==> config.mk <==
export PLATFORM = sky130hd
export DESIGN_NAME = integer_to_digits_any_base_padded_flat
export DESIGN_NICKNAME = d
export VERILOG_FILES = /design/src/hdl/itdab_pkg.sv /design/src/hdl/itdab_if.sv /design/src/hdl/integer_to_digits_any_base_padded.sv /design/src/hdl/itdab_cell.sv /design/src/hdl/itdab_ctrl.sv /design/src/flat_wrapper.sv
export SDC_FILE = /design/constraint.sdc
export NUM_CORES = 1
export LEC_CHECK = 0
export BUFFER_PORTS_ARGS = -buffer_cell sky130_fd_sc_hd__buf_2
export CAP_MARGIN = 20
export CORE_ASPECT_RATIO = 0.6
export CORE_MARGIN = 5
export CORE_UTILIZATION = 30
export CTS_CLUSTER_DIAMETER = 30
export CTS_CLUSTER_SIZE = 25
export DETAILED_ROUTE_END_ITERATION = 8
export PLACE_DENSITY = 0.53
export SKIP_LAST_GASP = 1
export SLEW_MARGIN = 20
export SYNTH_ARGS = -nofsm -noshare
export SYNTH_HDL_FRONTEND = slang
export SYNTH_HIERARCHICAL = 1
export SYNTH_SLANG_ARGS = --single-unit
==> constraint.sdc <==
create_clock -name clk -period 8.15 [get_ports clk]
set_clock_uncertainty 0.2 [all_clocks]
set_input_delay 1.63 -clock clk [delete_from_list [all_inputs] [get_ports clk]]
set_output_delay 1.63 -clock clk [all_outputs]
set_load 0.01 [all_outputs]
==> src/hdl/itdab_pkg.sv <==
// Shared constants, types and the symbol lookup for the radix converter.
package itdab_pkg;

  localparam int VALUE_W       = 32;
  localparam int MINW_W        = 6;
  localparam int CHAR_W        = 8;
  localparam int RADIX_W       = 5;
  localparam int CFG_W         = 64;
  localparam int CFG_IDX_W     = 2;
  localparam int NUM_CELLS     = 32;
  localparam int OUT_LIMIT     = 64;
  localparam int MAX_WIDTH_DEF = 63;
  localparam int MAX_RADIX_DEF = 16;

  localparam logic [CFG_IDX_W-1:0] REG_RADIX    = 2'd0;
  localparam logic [CFG_IDX_W-1:0] REG_SYM_LOW  = 2'd1;
  localparam logic [CFG_IDX_W-1:0] REG_SYM_HIGH = 2'd2;

  localparam logic [RADIX_W-1:0] RADIX_RST    = 5'd10;
  localparam logic [CFG_W-1:0]   SYM_LOW_RST  = 64'h3736353433323130;
  localparam logic [CFG_W-1:0]   SYM_HIGH_RST = 64'h4645444342413938;

  localparam logic [CHAR_W-1:0] PAD_CHAR   = 8'h30;
  localparam logic [CHAR_W-1:0] MINUS_CHAR = 8'h2D;

  typedef struct packed {
    logic clr;
    logic shift;
  } cell_ctrl_t;

  typedef struct packed {
    logic bit_in;
    logic en;
  } chain_feed_t;

  // Map a digit onto its symbol byte; digits without a symbol give zero.
  function automatic logic [CHAR_W-1:0] symbol_of(input logic [7:0] d,
                                                  input logic [CFG_W-1:0] lo,
                                                  input logic [CFG_W-1:0] hi);
    logic [CHAR_W-1:0] s;
    s = '0;
    if (d < 8'd8) begin
      s = lo[{d[2:0], 3'b000} +: CHAR_W];
    end else if (d < 8'd16) begin
      s = hi[{d[2:0], 3'b000} +: CHAR_W];
    end
    return s;
  endfunction

endpackage

==> src/hdl/itdab_if.sv <==
// Valid/ready channel interfaces for the input numbers and output characters.
interface itdab_in_if import itdab_pkg::*; ();
  logic                      valid;
  logic                      ready;
  logic signed [VALUE_W-1:0] value;
  logic [MINW_W-1:0]         min_width;

  modport source (output valid, output value, output min_width, input ready);
  modport sink (input valid, input value, input min_width, output ready);
endinterface

interface itdab_out_if import itdab_pkg::*; ();
  logic              valid;
  logic              ready;
  logic [CHAR_W-1:0] character;
  logic              last;

  modport source (output valid, output character, output last, input ready);
  modport sink (input valid, input character, input last, output ready);
endinterface

==> src/hdl/integer_to_digits_any_base_padded.sv <==
// Top level: signed integer to zero-padded characters in a configurable base.
// Sequence: the cell row converts a word once it is accepted, then leading
//   zero digits are stripped and the padding is sized, then the first
//   character registers.
// Throughput: one character per cycle while dout.ready is high; a new number
//   is accepted only once the last character of the previous one has been
//   registered.
// Reset: synchronous rst idles the sequencer, empties the output register and
//   loads radix 10 with symbols "0123456789ABCDEF".
module integer_to_digits_any_base_padded import itdab_pkg::*; #(
  parameter int MAX_WIDTH = MAX_WIDTH_DEF,
  parameter int MAX_RADIX = MAX_RADIX_DEF
) (
  input  logic                 clk,
  input  logic                 rst,
  itdab_in_if.sink             din,
  itdab_out_if.source          dout,
  input  logic                 cfg_we,
  input  logic [CFG_IDX_W-1:0] cfg_index,
  input  logic [CFG_W-1:0]     cfg_data
);

  localparam int DIGIT_W = (MAX_RADIX > 2) ? $clog2(MAX_RADIX) : 1;
  localparam int VW      = DIGIT_W + 1;

  // Cell 0 holds the least significant digit; the magnitude enters there,
  // MSB first. Each cell doubles its digit, adds the carry from below and
  // subtracts the base when it overflows, passing the carry up one cell per
  // cycle. The bit stream therefore runs skewed through the row, each cell
  // starting its work after the cell below it.
  cell_ctrl_t         cell_ctrl;
  chain_feed_t        feed [NUM_CELLS];
  logic [DIGIT_W-1:0] digs [NUM_CELLS];
  logic [VW-1:0]      base;

  itdab_ctrl #(
    .MAX_WIDTH (MAX_WIDTH),
    .MAX_RADIX (MAX_RADIX)
  ) u_ctrl (
    .clk       (clk),
    .rst       (rst),
    .cfg_we    (cfg_we),
    .cfg_index (cfg_index),
    .cfg_data  (cfg_data),
    .din       (din),
    .dout      (dout),
    .top_digit (digs[NUM_CELLS-1]),
    .cell_ctrl (cell_ctrl),
    .feed      (feed[0]),
    .base      (base)
  );

  // After conversion the same row shifts upward: first to drop leading zero
  // digits, then to hand out one digit per character from the top cell.
  for (genvar k = 0; k < NUM_CELLS; k++) begin : g_cell
    if (k == NUM_CELLS - 1) begin : g_top
      itdab_cell #(.MAX_RADIX (MAX_RADIX)) u_cell (
        .clk      (clk),
        .rst      (rst),
        .ctrl     (cell_ctrl),
        .base     (base),
        .feed_in  (feed[k]),
        .dig_in   (digs[k-1]),
        .feed_out (),
        .dig      (digs[k])
      );
    end else if (k == 0) begin : g_bottom
      itdab_cell #(.MAX_RADIX (MAX_RADIX)) u_cell (
        .clk      (clk),
        .rst      (rst),
        .ctrl     (cell_ctrl),
        .base     (base),
        .feed_in  (feed[k]),
        .dig_in   ({DIGIT_W{1'b0}}),
        .feed_out (feed[k+1]),
        .dig      (digs[k])
      );
    end else begin : g_mid
      itdab_cell #(.MAX_RADIX (MAX_RADIX)) u_cell (
        .clk      (clk),
        .rst      (rst),
        .ctrl     (cell_ctrl),
        .base     (base),
        .feed_in  (feed[k]),
        .dig_in   (digs[k-1]),
        .feed_out (feed[k+1]),
        .dig      (digs[k])
      );
    end
  end

endmodule

==> src/hdl/itdab_cell.sv <==
// One digit cell: doubles its digit plus a carry, reduces by the base, shifts.
module itdab_cell import itdab_pkg::*; #(
  parameter int MAX_RADIX = MAX_RADIX_DEF,
  localparam int DIGIT_W  = (MAX_RADIX > 2) ? $clog2(MAX_RADIX) : 1,
  localparam int VW       = DIGIT_W + 1
) (
  input  logic               clk,
  input  logic               rst,
  input  cell_ctrl_t         ctrl,
  input  logic [VW-1:0]      base,
  input  chain_feed_t        feed_in,
  input  logic [DIGIT_W-1:0] dig_in,
  output chain_feed_t        feed_out,
  output logic [DIGIT_W-1:0] dig
);

  logic [VW-1:0] v;
  logic [VW-1:0] reduced;
  logic          ge;

  assign v       = {dig, feed_in.bit_in};
  assign ge      = (v >= base);
  assign reduced = ge ? (v - base) : v;

  // Carry and enable move one cell per cycle.
  always_ff @(posedge clk) begin
    if (rst) begin
      feed_out <= '0;
    end else begin
      feed_out.en     <= feed_in.en;
      feed_out.bit_in <= feed_in.en & ge;
    end
  end

  always_ff @(posedge clk) begin
    if (ctrl.clr) begin
      dig <= '0;
    end else if (ctrl.shift) begin
      dig <= dig_in;
    end else if (feed_in.en) begin
      dig <= reduced[DIGIT_W-1:0];
    end
  end

endmodule

==> src/hdl/itdab_ctrl.sv <==
// Sequencer: config registers, magnitude feed, normalize and character output.
module itdab_ctrl import itdab_pkg::*; #(
  parameter int MAX_WIDTH = MAX_WIDTH_DEF,
  parameter int MAX_RADIX = MAX_RADIX_DEF,
  localparam int DIGIT_W  = (MAX_RADIX > 2) ? $clog2(MAX_RADIX) : 1,
  localparam int VW       = DIGIT_W + 1
) (
  input  logic                 clk,
  input  logic                 rst,
  input  logic                 cfg_we,
  input  logic [CFG_IDX_W-1:0] cfg_index,
  input  logic [CFG_W-1:0]     cfg_data,
  itdab_in_if.sink             din,
  itdab_out_if.source          dout,
  input  logic [DIGIT_W-1:0]   top_digit,
  output cell_ctrl_t           cell_ctrl,
  output chain_feed_t          feed,
  output logic [VW-1:0]        base
);

  localparam logic [2:0] S_IDLE  = 3'd0;
  localparam logic [2:0] S_CONV  = 3'd1;
  localparam logic [2:0] S_NORM  = 3'd2;
  localparam logic [2:0] S_SIGN  = 3'd3;
  localparam logic [2:0] S_PAD   = 3'd4;
  localparam logic [2:0] S_DIGIT = 3'd5;

  localparam logic [5:0] CONV_LAST = 6'(2 * NUM_CELLS - 2);

  logic [2:0]         state;
  logic [5:0]         cnt;
  logic [5:0]         dig_cnt;
  logic [6:0]         pad_cnt;
  logic [RADIX_W-1:0] radix;
  logic [CFG_W-1:0]   sym_lo;
  logic [CFG_W-1:0]   sym_hi;
  logic               out_valid;
  logic [CHAR_W-1:0]  out_char;
  logic               out_last;
  logic [VALUE_W-1:0] mag_sh;
  logic               neg;
  logic [MINW_W-1:0]  width_c;

  logic               accept;
  logic               take;
  logic               norm_shift;
  logic [6:0]         body;
  logic [6:0]         total;
  logic [6:0]         pad_next;
  logic [7:0]         base_wide;

  assign accept     = din.valid & din.ready;
  assign take       = ~out_valid | dout.ready;
  assign din.ready  = (state == S_IDLE);
  assign norm_shift = (state == S_NORM) && (top_digit == '0) && (dig_cnt != 6'd1);

  assign dout.valid     = out_valid;
  assign dout.character = out_char;
  assign dout.last      = out_last;

  assign cell_ctrl.clr   = accept;
  assign cell_ctrl.shift = norm_shift || ((state == S_DIGIT) && take);
  assign feed.en         = (state == S_CONV) && (cnt < 6'(NUM_CELLS));
  assign feed.bit_in     = mag_sh[VALUE_W-1];

  // Clamp the base to 2 .. MAX_RADIX.
  always_comb begin
    if (radix < 5'd2) begin
      base_wide = 8'd2;
    end else if (8'(radix) > 8'(MAX_RADIX)) begin
      base_wide = 8'(MAX_RADIX);
    end else begin
      base_wide = 8'(radix);
    end
  end
  assign base = base_wide[VW-1:0];

  always_comb begin
    body  = 7'(dig_cnt) + 7'(neg);
    total = (body > 7'(width_c)) ? body : 7'(width_c);
    if (total > 7'(OUT_LIMIT)) begin
      total = 7'(OUT_LIMIT);
    end
    pad_next = total - body;
  end

  always_ff @(posedge clk) begin
    if (rst) begin
      state     <= S_IDLE;
      cnt       <= '0;
      dig_cnt   <= '0;
      pad_cnt   <= '0;
      out_valid <= 1'b0;
      radix     <= RADIX_RST;
      sym_lo    <= SYM_LOW_RST;
      sym_hi    <= SYM_HIGH_RST;
    end else begin
      if (cfg_we) begin
        case (cfg_index)
          REG_RADIX:    radix  <= cfg_data[RADIX_W-1:0];
          REG_SYM_LOW:  sym_lo <= cfg_data;
          REG_SYM_HIGH: sym_hi <= cfg_data;
          default: ;
        endcase
      end
      if (out_valid && dout.ready) begin
        out_valid <= 1'b0;
      end
      case (state)
        S_IDLE: begin
          if (din.valid) begin
            state   <= S_CONV;
            cnt     <= '0;
            dig_cnt <= 6'(NUM_CELLS);
          end
        end
        S_CONV: begin
          cnt <= cnt + 6'd1;
          if (cnt == CONV_LAST) begin
            state <= S_NORM;
          end
        end
        S_NORM: begin
          if (norm_shift) begin
            dig_cnt <= dig_cnt - 6'd1;
          end else begin
            pad_cnt <= pad_next;
            if (neg) begin
              state <= S_SIGN;
            end else if (pad_next != 7'd0) begin
              state <= S_PAD;
            end else begin
              state <= S_DIGIT;
            end
          end
        end
        S_SIGN: begin
          if (take) begin
            out_valid <= 1'b1;
            state     <= (pad_cnt != 7'd0) ? S_PAD : S_DIGIT;
          end
        end
        S_PAD: begin
          if (take) begin
            out_valid <= 1'b1;
            pad_cnt   <= pad_cnt - 7'd1;
            if (pad_cnt == 7'd1) begin
              state <= S_DIGIT;
            end
          end
        end
        S_DIGIT: begin
          if (take) begin
            out_valid <= 1'b1;
            dig_cnt   <= dig_cnt - 6'd1;
            if (dig_cnt == 6'd1) begin
              state <= S_IDLE;
            end
          end
        end
        default: state <= S_IDLE;
      endcase
    end
  end

  // Payload: sign, clamped width, magnitude feed and output word.
  always_ff @(posedge clk) begin
    if (accept) begin
      neg    <= din.value[VALUE_W-1];
      mag_sh <= din.value[VALUE_W-1] ? (VALUE_W'(0) - VALUE_W'(din.value))
                                     : VALUE_W'(din.value);
      if (int'(din.min_width) > MAX_WIDTH) begin
        width_c <= MINW_W'(MAX_WIDTH);
      end else begin
        width_c <= din.min_width;
      end
    end else if (state == S_CONV) begin
      mag_sh <= {mag_sh[VALUE_W-2:0], 1'b0};
    end
    if (take) begin
      case (state)
        S_SIGN: begin
          out_char <= MINUS_CHAR;
          out_last <= 1'b0;
        end
        S_PAD: begin
          out_char <= PAD_CHAR;
          out_last <= 1'b0;
        end
        S_DIGIT: begin
          out_char <= symbol_of(8'(top_digit), sym_lo, sym_hi);
          out_last <= (dig_cnt == 6'd1);
        end
        default: ;
      endcase
    end
  end

endmodule
==> src/flat_wrapper.sv <==
// flat-port wrapper written by rule: the top's interface ports become plain ports
module integer_to_digits_any_base_padded_flat import itdab_pkg::*;
#(
  parameter int MAX_WIDTH = MAX_WIDTH_DEF,
  parameter int MAX_RADIX = MAX_RADIX_DEF
)
  (clk, rst, cfg_we, cfg_index, cfg_data, din_valid, din_value, din_min_width, din_ready, dout_valid, dout_character, dout_last, dout_ready);
  itdab_in_if din_i ();
  itdab_out_if dout_i ();
  input  logic clk;
  input  logic rst;
  input  logic cfg_we;
  input  logic [CFG_IDX_W-1:0] cfg_index;
  input  logic [CFG_W-1:0] cfg_data;
  input wire logic [$bits(din_i.valid)-1:0] din_valid;
  input wire logic [$bits(din_i.value)-1:0] din_value;
  input wire logic [$bits(din_i.min_width)-1:0] din_min_width;
  output wire logic [$bits(din_i.ready)-1:0] din_ready;
  output wire logic [$bits(dout_i.valid)-1:0] dout_valid;
  output wire logic [$bits(dout_i.character)-1:0] dout_character;
  output wire logic [$bits(dout_i.last)-1:0] dout_last;
  input wire logic [$bits(dout_i.ready)-1:0] dout_ready;
  assign din_i.valid = din_valid;
  assign din_i.value = din_value;
  assign din_i.min_width = din_min_width;
  assign din_ready = din_i.ready;
  assign dout_valid = dout_i.valid;
  assign dout_character = dout_i.character;
  assign dout_last = dout_i.last;
  assign dout_i.ready = dout_ready;
  integer_to_digits_any_base_padded #(.MAX_WIDTH(MAX_WIDTH), .MAX_RADIX(MAX_RADIX)) u_core (.clk(clk), .rst(rst), .din(din_i), .dout(dout_i), .cfg_we(cfg_we), .cfg_index(cfg_index), .cfg_data(cfg_data));
endmodule
# Word-level counts from Yosys, hierarchy flattened
# Index checks and enable logic that the tools add are counted.
# totals
regBits,394
# classes
n_eq_ne,20
bitwise_logic,34
magnitude_cmp,38
shift,2
muxes,128
reduce_logical,60
addsub,38
# op_table
operator,count
4-bit 2-to-1 mux,94
5-bit >= comparator,32
64-bit by 7-bit indexed part select with 8-bit output,2
4-bit subtractor,32
32-bit 2-to-1 mux,3
2-bit nonzero test,35
1-bit AND,32
1-bit by 32-bit subtractor with 32-bit output (first input constant),1
7-bit 2-to-1 mux,4
3-bit 2-to-1 mux,9
6-bit 2-to-1 mux,4
8-bit case mux with 3 select lines,1
3-bit case mux with 6 select lines,1
6-bit case mux with 3 select lines,1
2-bit != test (second input constant),7
7-bit case mux with 2 select lines,1
7-bit nonzero test,2
6-bit case mux with 2 select lines,1
2-bit AND reduction,6
5-bit 2-to-1 mux,2
8-bit 2-to-1 mux,1
8-bit AND reduction,1
6-bit by 1-bit adder with 7-bit output,1
7-bit by 1-bit == test with 1-bit output (second input constant),1
other kinds (33),46

# Logic depth before layout (Yosys ltp)
# Gate-level depths: netlist (run 1).
# logic_depth
depth_word,11
mapped_depth,19

# Modules after synthesis
# The synthesis (run 1) kept the hierarchy.
# by_module_without_submodules
module,area_each_um2,cells_each,instances
itdab_ctrl,10028.4,1114,1
itdab_cell at u_core.g_cell[21].g_mid.u_cell ...,506.7,58,19
itdab_cell at u_core.g_cell[0].g_bottom.u_cell ...,500.5,57,13
integer_to_digits_any_base_padded,3.8,1,1

# Worst setup path after synthesis (run 1)
# No wires, ideal clock.
# synth_timing
path_type,input to register
startpoint,input port dout_ready
endpoint,register u_core.g_cell[0].g_bottom.u_cell.dig[1]
required_ns,7.828
n_path_buf,1
arrival_time_ns,5.862
stages,7
slack_ns,1.966
setup_time_ns,0.122
path_cell_list,nor2b_1 o21ai_0 buf_6 nor3b_1 a21oi_1 nor2_1 a311o_1
# synth_lines
element,line_no,text
from (decl),flat_wrapper.sv:22,input wire logic [$bits(dout_i.ready)-1:0] dout_ready;
to (signal assigned),itdab_cell.sv:39,dig <= dig_in;
to (signal assigned),itdab_cell.sv:41,dig <= reduced[DIGIT_W-1:0];
to (decl),itdab_cell.sv:14,output logic [DIGIT_W-1:0] dig

# Final worst setup path (run 1)
# layout_timing
startpoint,register u_core.u_ctrl.neg
endpoint,register u_core.u_ctrl.pad_cnt[6]
# layout_between
elab_chain_cells,8
# layout_rtl
element,line_no,text
from (decl),itdab_ctrl.sv:41,logic neg;
from (signal assigned),itdab_ctrl.sv:169,neg <= din.value[VALUE_W-1];
6-bit by 1-bit adder with 7-bit output (*),itdab_ctrl.sv:79,body = 7'(dig_cnt) + 7'(neg);
7-bit by 6-bit greater-than comparator with 1-bit output,itdab_ctrl.sv:80,total = (body > 7'(width_c)) ? body : 7'(width_c);
7-bit 2-to-1 mux,itdab_ctrl.sv:80,
7-bit greater-than comparator,itdab_ctrl.sv:81,if (total > 7'(OUT_LIMIT)) begin
7-bit 2-to-1 mux,itdab_ctrl.sv:81,
7-bit subtractor (*),itdab_ctrl.sv:84,pad_next = total - body;
7-bit 2-to-1 mux (*),itdab_ctrl.sv:124,if (norm_shift) begin
7-bit case mux with 2 select lines (*),itdab_ctrl.sv:109,case (state)
to (signal assigned),itdab_ctrl.sv:127,pad_cnt <= pad_next;
to (signal assigned),itdab_ctrl.sv:146,pad_cnt <= pad_cnt - 7'd1;
to (decl),itdab_ctrl.sv:33,logic [6:0] pad_cnt;
# Every way passes the cells marked *; elsewhere a longest branch is shown, timed or not. The select of a mux whose other input is x is not followed.
# A chain may end at the register's enable or synchronous reset.

==> results of run 1 <==
[how the worst max path moves through the flow]
| stage | slack (ps) | to | cells past startpoint | start |
|---|---|---|---|---|
| 5_1_grt | 2990 | u_core/u_ctrl/pad_cnt[4] | 19 | u_core/u_ctrl/neg |
| 3_3_place_gp | 3410 | u_core/u_ctrl/pad_cnt[4] | 19 | u_core/u_ctrl/neg |
| 4_1_cts | 3350 | u_core/u_ctrl/pad_cnt[6] | 19 | u_core/u_ctrl/neg |
| 6_report | 3350 | u_core/u_ctrl/pad_cnt[6] | 19 | u_core/u_ctrl/neg |
| 2_1_floorplan | 1970 | u_core/g_cell[0].g_bottom.u_cell/dig[1] | 7 | dout_ready |
| 3_5_place_dp | 3390 | u_core/u_ctrl/pad_cnt[6] | 19 | u_core/u_ctrl/neg |
[area by class of cell]
| class | count | area, um^2 | share of cell area |
|---|---|---|---|
| multi-input combinational | 2189 | 16200 | 0.529 |
| sequential | 394 | 8370 | 0.274 |
| clock buffer | 104 | 2280 | 0.0745 |
| tap | 1147 | 1440 | 0.0470 |
| inverter | 266 | 1010 | 0.0329 |
| timing repair buffer | 140 | 772 | 0.0253 |
| clock inverter | 42 | 531 | 0.0174 |
| antenna | 1 | 2.50 | 0.0000819 |
[power by group]
| group | leakage [uW] | switching [uW] | internal [uW] | total (uW) |
|---|---|---|---|---|
| clock network | 0.00138 | 1150 | 2260 | 3410 |
| registers | 0.00326 | 108 | 2190 | 2300 |
| logic | 0.00746 | 1080 | 551 | 1630 |
[layer usage]
layer	share of wire	vias up	GRT usage
li1	-	10700	-
met1	0.55	9795	0.232
met2	0.38	402	0.195
met3	0.049	92	0.0314
met4	0.017	4	0.0316
met5	0.00038	-	0
[registers in the layout, summed over array words and instances, names as in the netlist]
register	cells
u_core/u_ctrl/pad_cnt	7
u_core/u_ctrl/neg	1
u_core/g_cell.g_bottom.u_cell/feed_out	2
u_core/u_ctrl/radix	5
u_core/u_ctrl/dout.character	8
u_core/u_ctrl/dig_cnt	6
u_core/u_ctrl/cnt	6
u_core/g_cell.g_mid.u_cell/feed_out	60
u_core/u_ctrl/state	3
u_core/u_ctrl/dout.valid	1
u_core/g_cell.g_bottom.u_cell/dig	4
u_core/u_ctrl/dout.last	1
u_core/g_cell.g_top.u_cell/dig	4
u_core/g_cell.g_mid.u_cell/dig	120
u_core/u_ctrl/sym_hi	64
u_core/u_ctrl/sym_lo	64
u_core/u_ctrl/width_c	6
u_core/u_ctrl/mag_sh	32
[per-stage QoR]
stage / instances / utilization / area, um^2 / hold slack [ps] / setup slack [ps]
after CTS: 4282 / 0.356 / 30500 / 252 / 3350
after global routing: 4283 / 0.356 / 30500 / 267 / 2990
after global placement: 4136 / 0.323 / 27700 / 242 / 3410
after detailed placement: 4136 / 0.323 / 27700 / 244 / 3390
after floorplan: 2957 / - / 26100 / 232 / 1970
final: 4283 / 0.356 / 30500 / 250 / 3350
[worst min-delay path, cell delays in order (launching register included)]
cell	delay, ps
dfxtp_1	300
nand2_1	50
a21oi_1	50
==> out/metrics.cfg, run 1 <==
[run_status]
status=complete, no violations

[pwr]
ir_worst_vdd_mv=0.255
p_leak_uw=0.0121
power_density_nw_per_um2=240
power.total_uw=7340

[placed_design]
hpwlAfterDp_um=45000
place.gp.congestion=0.765
portBuffers=119

[worst_setup_path]
crit_path_start_kind=register
reg2reg_depth=19
critPathTopFamily=compound AO/OA/AOI/OAI gates
crit_slowest_cell=a21oi_1
rr_startpoint=u_core/u_ctrl/neg
path_cells=ha_1 > ha_1 > and3_2 > xnor2_1 > inv_1 > ha_1 > nand3_1 > o21bai_1 > a21oi_1 > mux2i_1 > or2_2 > ha_1 > fa_1 > nand2b_1 > a21oi_1 > a31o_2 > o21ai_0 > a22oi_1 > nor2_1
arrival_ps=5090
critPathMaxStageDelay_ps=610
cp_num_buf_inv=1
r2r_slack_ps=3350
worstReg2RegEnd=u_core/u_ctrl/pad_cnt[6]
critPathRequiredTime_ps=8440
crit_top_cell=ha_1
critPathMaxFanout=10
critPathCaptureType=register
path_class=register to register

[final_layout]
nets=3393
area_growth_pct=17.0
final_cell_mix=nand2_1 (536), dfxtp_1 (343), inv_1 (265), a21oi_1 (251), ha_1 (181)
fillers=8752
drive_gt1_frac=0.165
layout_commonest_cell=nand2_1

[floorplan]
row_count=83
io_pins=120
coreArea_um2=85900
die_w_um=391
die-area_um2=93200
chipHeight_um=239
initial_core_util=0.304

[detailed_routing]
ant_nets=0
via_per_inst=4.89
drtIter0Drc=1639
drc_errors=0
vias=21000
wire_per_inst_um=15.9
routed_wl_um=68100
first_pass_iters=5

[synth]
syn_area_per_cell_um2=8.84
netlist_area_um2=26100
ys_warn_count=6
synthCells=2954

[clocking]
max-clock-path-buffers=3
root_buffer=clkbuf_16
h-tree-depth=3
clock_latency_ps=640
cts_made_buffers=79
cts_tree=built
hold_buffers=0
postCtsResizedCells=0
cts_setup_buffers=0
clk_pin_slew_worst_paths_ps=50
cts.sinks=394

[timing]
worstMarginPinSlew_ps=987
max_freq_mhz=208
layout_min_cycle_time_ps=4800
hold_viol=0
maxSlewViolCount=0
setup-tns-final_ps=0
period_share=0.589
slew_headroom=0.342
setup-violations-final=0
rsz0062_at_grt=false

[hold_path]
holdPathEnd=u_core/u_ctrl/sym_lo[19]
holdPathStages=2
hold_start=u_core/u_ctrl/sym_lo[19]
hold_path.class=register to register

[global_route]
grt_pass1_wl_um=111000
grt_antenna_before_repair=4
grt_pass1_vias=19900
grt_usage=0.145
grt_max_degree=150
gr-total-overflow=0

[job]
maxCapViolCount=0

Note: power is estimated with default switching activity, not from simulation.
==> run 2, diff against run 1 <==
--- a/config.mk
+++ b/config.mk
@@ -13,7 +13,7 @@
 export CTS_CLUSTER_DIAMETER = 30
 export CTS_CLUSTER_SIZE = 25
 export DETAILED_ROUTE_END_ITERATION = 8
-export PLACE_DENSITY = 0.53
+export PLACE_DENSITY = 0.54
 export SKIP_LAST_GASP = 1
 export SLEW_MARGIN = 20
 export SYNTH_ARGS = -nofsm -noshare
==> constraint.sdc (replaced) <==
create_clock -name clk -period 4.1 [get_ports clk]
set_clock_uncertainty 0.2 [all_clocks]
set_input_delay 0.82 -clock clk [delete_from_list [all_inputs] [get_ports clk]]
set_output_delay 0.82 -clock clk [all_outputs]
set_load 0.01 [all_outputs]
==> out/metrics.cfg, run 2 (synthesis results as in run 1) <==
[detailed_routing]
routed_wl_um=70300  ; was 68100 um
drtIter0Drc=1398  ; was 1639
drc_errors=0  ; unchanged
first_pass_iters=5  ; unchanged
wire_per_inst_um=16.2  ; was 15.9 um
ant_nets=0  ; unchanged
vias=21500  ; was 21.0k
via_per_inst=4.93  ; was 4.89

[global_route]
grt_antenna_before_repair=4  ; unchanged
gr-total-overflow=0  ; unchanged
grt_max_degree=97  ; was 150
grt_pass1_vias=20200  ; was 19.9k
grt_usage=0.149  ; was 0.145
grt_pass1_wl_um=114000  ; was 111000 um

[floorplan]
io_pins=120  ; unchanged
chipHeight_um=239  ; unchanged
row_count=83  ; unchanged
die-area_um2=93200  ; unchanged
coreArea_um2=85900  ; unchanged
initial_core_util=0.304  ; unchanged
die_w_um=391  ; unchanged

[timing]
slew_headroom=0.410  ; was 0.342
maxSlewViolCount=0  ; unchanged
setup-violations-final=0  ; unchanged
worstMarginPinSlew_ps=882  ; was 987 ps
holdWs_ps=141  ; was 250 ps
layout_min_cycle_time_ps=3970  ; was 4800 ps
max_freq_mhz=252  ; was 208 MHz
hold_viol=0  ; unchanged
rsz0062_at_grt=true  ; was false
period_share=0.968  ; was 0.589

[run_status]
status=complete, no violations  ; unchanged

[final_layout]
reg_top3=u_core/g_cell.g_mid.u_cell/dig (120), u_core/u_ctrl/sym_hi (64), u_core/u_ctrl/sym_lo (64)  ; unchanged
fillers=8629  ; was 8752
largest_register_ffs=120  ; unchanged
nets=3445  ; was 3393
drive_gt1_frac=0.186  ; was 0.165
final_cell_mix=nand2_1 (536), dfxtp_1 (343), inv_1 (264), a21oi_1 (248), ha_1 (177)  ; was nand2_1 (536), dfxtp_1 (343), inv_1 (265), a21oi_1 (251), ha_1 (181)
area_growth_pct=21.9  ; was 17.0%
regMostFlops=u_core/g_cell.g_mid.u_cell/dig  ; unchanged
layout_commonest_cell=nand2_1  ; unchanged

[pwr]
ir_worst_vdd_mv=0.470  ; was 0.255 mV
power.total_uw=16700  ; was 7340 uW
power_density_nw_per_um2=526  ; was 240 nW/um^2
p_leak_uw=0.0127  ; was 0.0121 uW

[worst_setup_path]
rr_startpoint=u_core/u_ctrl/neg  ; unchanged
r2r_slack_ps=130  ; was 3350 ps
critPathCaptureType=register  ; unchanged
critPathRequiredTime_ps=4410  ; was 8440 ps
crit_path_start_kind=register  ; unchanged
crit_top_cell=ha_4  ; was ha_1
crit_slowest_cell=edfxtp_1  ; was a21oi_1
critPathMaxStageDelay_ps=420  ; was 610 ps
reg2reg_depth=19  ; unchanged
cp_num_buf_inv=1  ; unchanged
path_depth=19  ; unchanged
critPathTopFamily=adder cells  ; was compound AO/OA/AOI/OAI gates
path_class=register to register  ; unchanged
critPathMaxFanout=3  ; was 10
path_cells=ha_4 > ha_4 > and3_4 > xnor2_4 > inv_2 > ha_4 > nand3_4 > o21bai_4 > a21oi_4 > mux2i_1 > or2_4 > ha_4 > fa_2 > nand2b_4 > a21oi_4 > a31o_4 > o21ai_2 > a22oi_1 > nor2_1  ; was ha_1 > ha_1 > and3_2 > xnor2_1 > inv_1 > ha_1 > nand3_1 > o21bai_1 > a21oi_1 > mux2i_1 > or2_2 > ha_1 > fa_1 > nand2b_1 > a21oi_1 > a31o_2 > o21ai_0 > a22oi_1 > nor2_1
arrival_ps=4280  ; was 5090 ps
worstReg2RegEnd=u_core/u_ctrl/pad_cnt[6]  ; unchanged

[hold_path]
holdPathEnd=u_core/u_ctrl/width_c[5]  ; was u_core/u_ctrl/sym_lo[19]
holdPathStages=1  ; was 2
hold_path.class=input port to register  ; was register to register
hold_start=din_min_width[5]  ; was u_core/u_ctrl/sym_lo[19]

[clocking]
cts.sinks=394  ; unchanged
clock_latency_ps=680  ; was 640 ps
root_buffer=clkbuf_16  ; unchanged
h-tree-depth=3  ; unchanged
max-clock-path-buffers=3  ; unchanged
cts_tree=built  ; unchanged
cts_made_buffers=95  ; was 79
clk_pin_slew_worst_paths_ps=50  ; about the same

[placed_design]
portBuffers=119  ; unchanged
hpwlAfterDp_um=48000  ; was 45000 um
place.gp.congestion=0.787  ; was 0.765

[job]
maxCapViolCount=0  ; unchanged

run 2: cell count changes in the layout (fill, tap and decap cells not counted), sizes merged:
cell / delta
inv: -5
buf: +36
clkinv: +6
bufinv: +9
clkinvlp: +2
clkbuf: +19
run 2: power by group:
group,internal [uW],leakage [uW],switching [uW]
clock,5730,0.00172,2520
sequential,4360,0.00326,203
combinational,1520,0.00768,2400
total,11600,0.0127,5120
run 2: layer usage:
| layer | wire length [um] | up-vias | global-route usage |
|---|---|---|---|
| met2 | 27200 | 492 | 0.200 |
| met3 | 3820 | 81 | 0.0313 |
| met4 | 1030 | 0 | 0.0336 |
| li1 | - | 10800 | - |
| met1 | 38200 | 10100 | 0.237 |
| met5 | 0 | - | 0 |
run 2: area by class of cell:
class / count / area, um^2 / area share
Tap cell: 1147 / 1440 / 0.0451
Clock buffer: 123 / 2670 / 0.0840
Inverter: 266 / 1010 / 0.0316
Antenna cell: 1 / 2.50 / 0.0000786
Timing Repair Buffer: 176 / 1140 / 0.0359
Clock inverter: 54 / 880 / 0.0276
Sequential cell: 394 / 8370 / 0.263
Multi-Input combinational cell: 2189 / 16300 / 0.513
run 2: how the worst max path moves through the flow:
stage | from | endpoint | slack (ps)
floorplan | u_core/u_ctrl/neg | u_core/u_ctrl/pad_cnt[6] | 40
CTS | u_core/u_ctrl/neg | u_core/u_ctrl/pad_cnt[4] | 20
finish | u_core/u_ctrl/neg | u_core/u_ctrl/pad_cnt[6] | 130
detailed placement | u_core/u_ctrl/neg | u_core/u_ctrl/pad_cnt[6] | -120
global route | u_core/u_ctrl/neg | u_core/u_ctrl/pad_cnt[5] | -60
global placement | u_core/u_ctrl/neg | u_core/u_ctrl/state[0] | -50
run 2: per-stage QoR:
stage	area (um^2)	instances	setup TNS [ps]	setup WS [ps]	util
after floorplan	26200	2957	0	43.1	-
final	31800	4350	0	132	0.371
after CTS	31700	4347	0	17.0	0.369
after detailed placement	28100	4169	-432	-121	0.327
after global placement	28100	4169	-136	-52.8	0.327
after global routing	31800	4349	-197	-59.3	0.371
run 2: what timing repair did:
item,CTS,global route
resized for setup,9,18
pin swaps,6,19
setup endpoints to repair,5,6
setup buffers,1,2
hold buffers,0,0
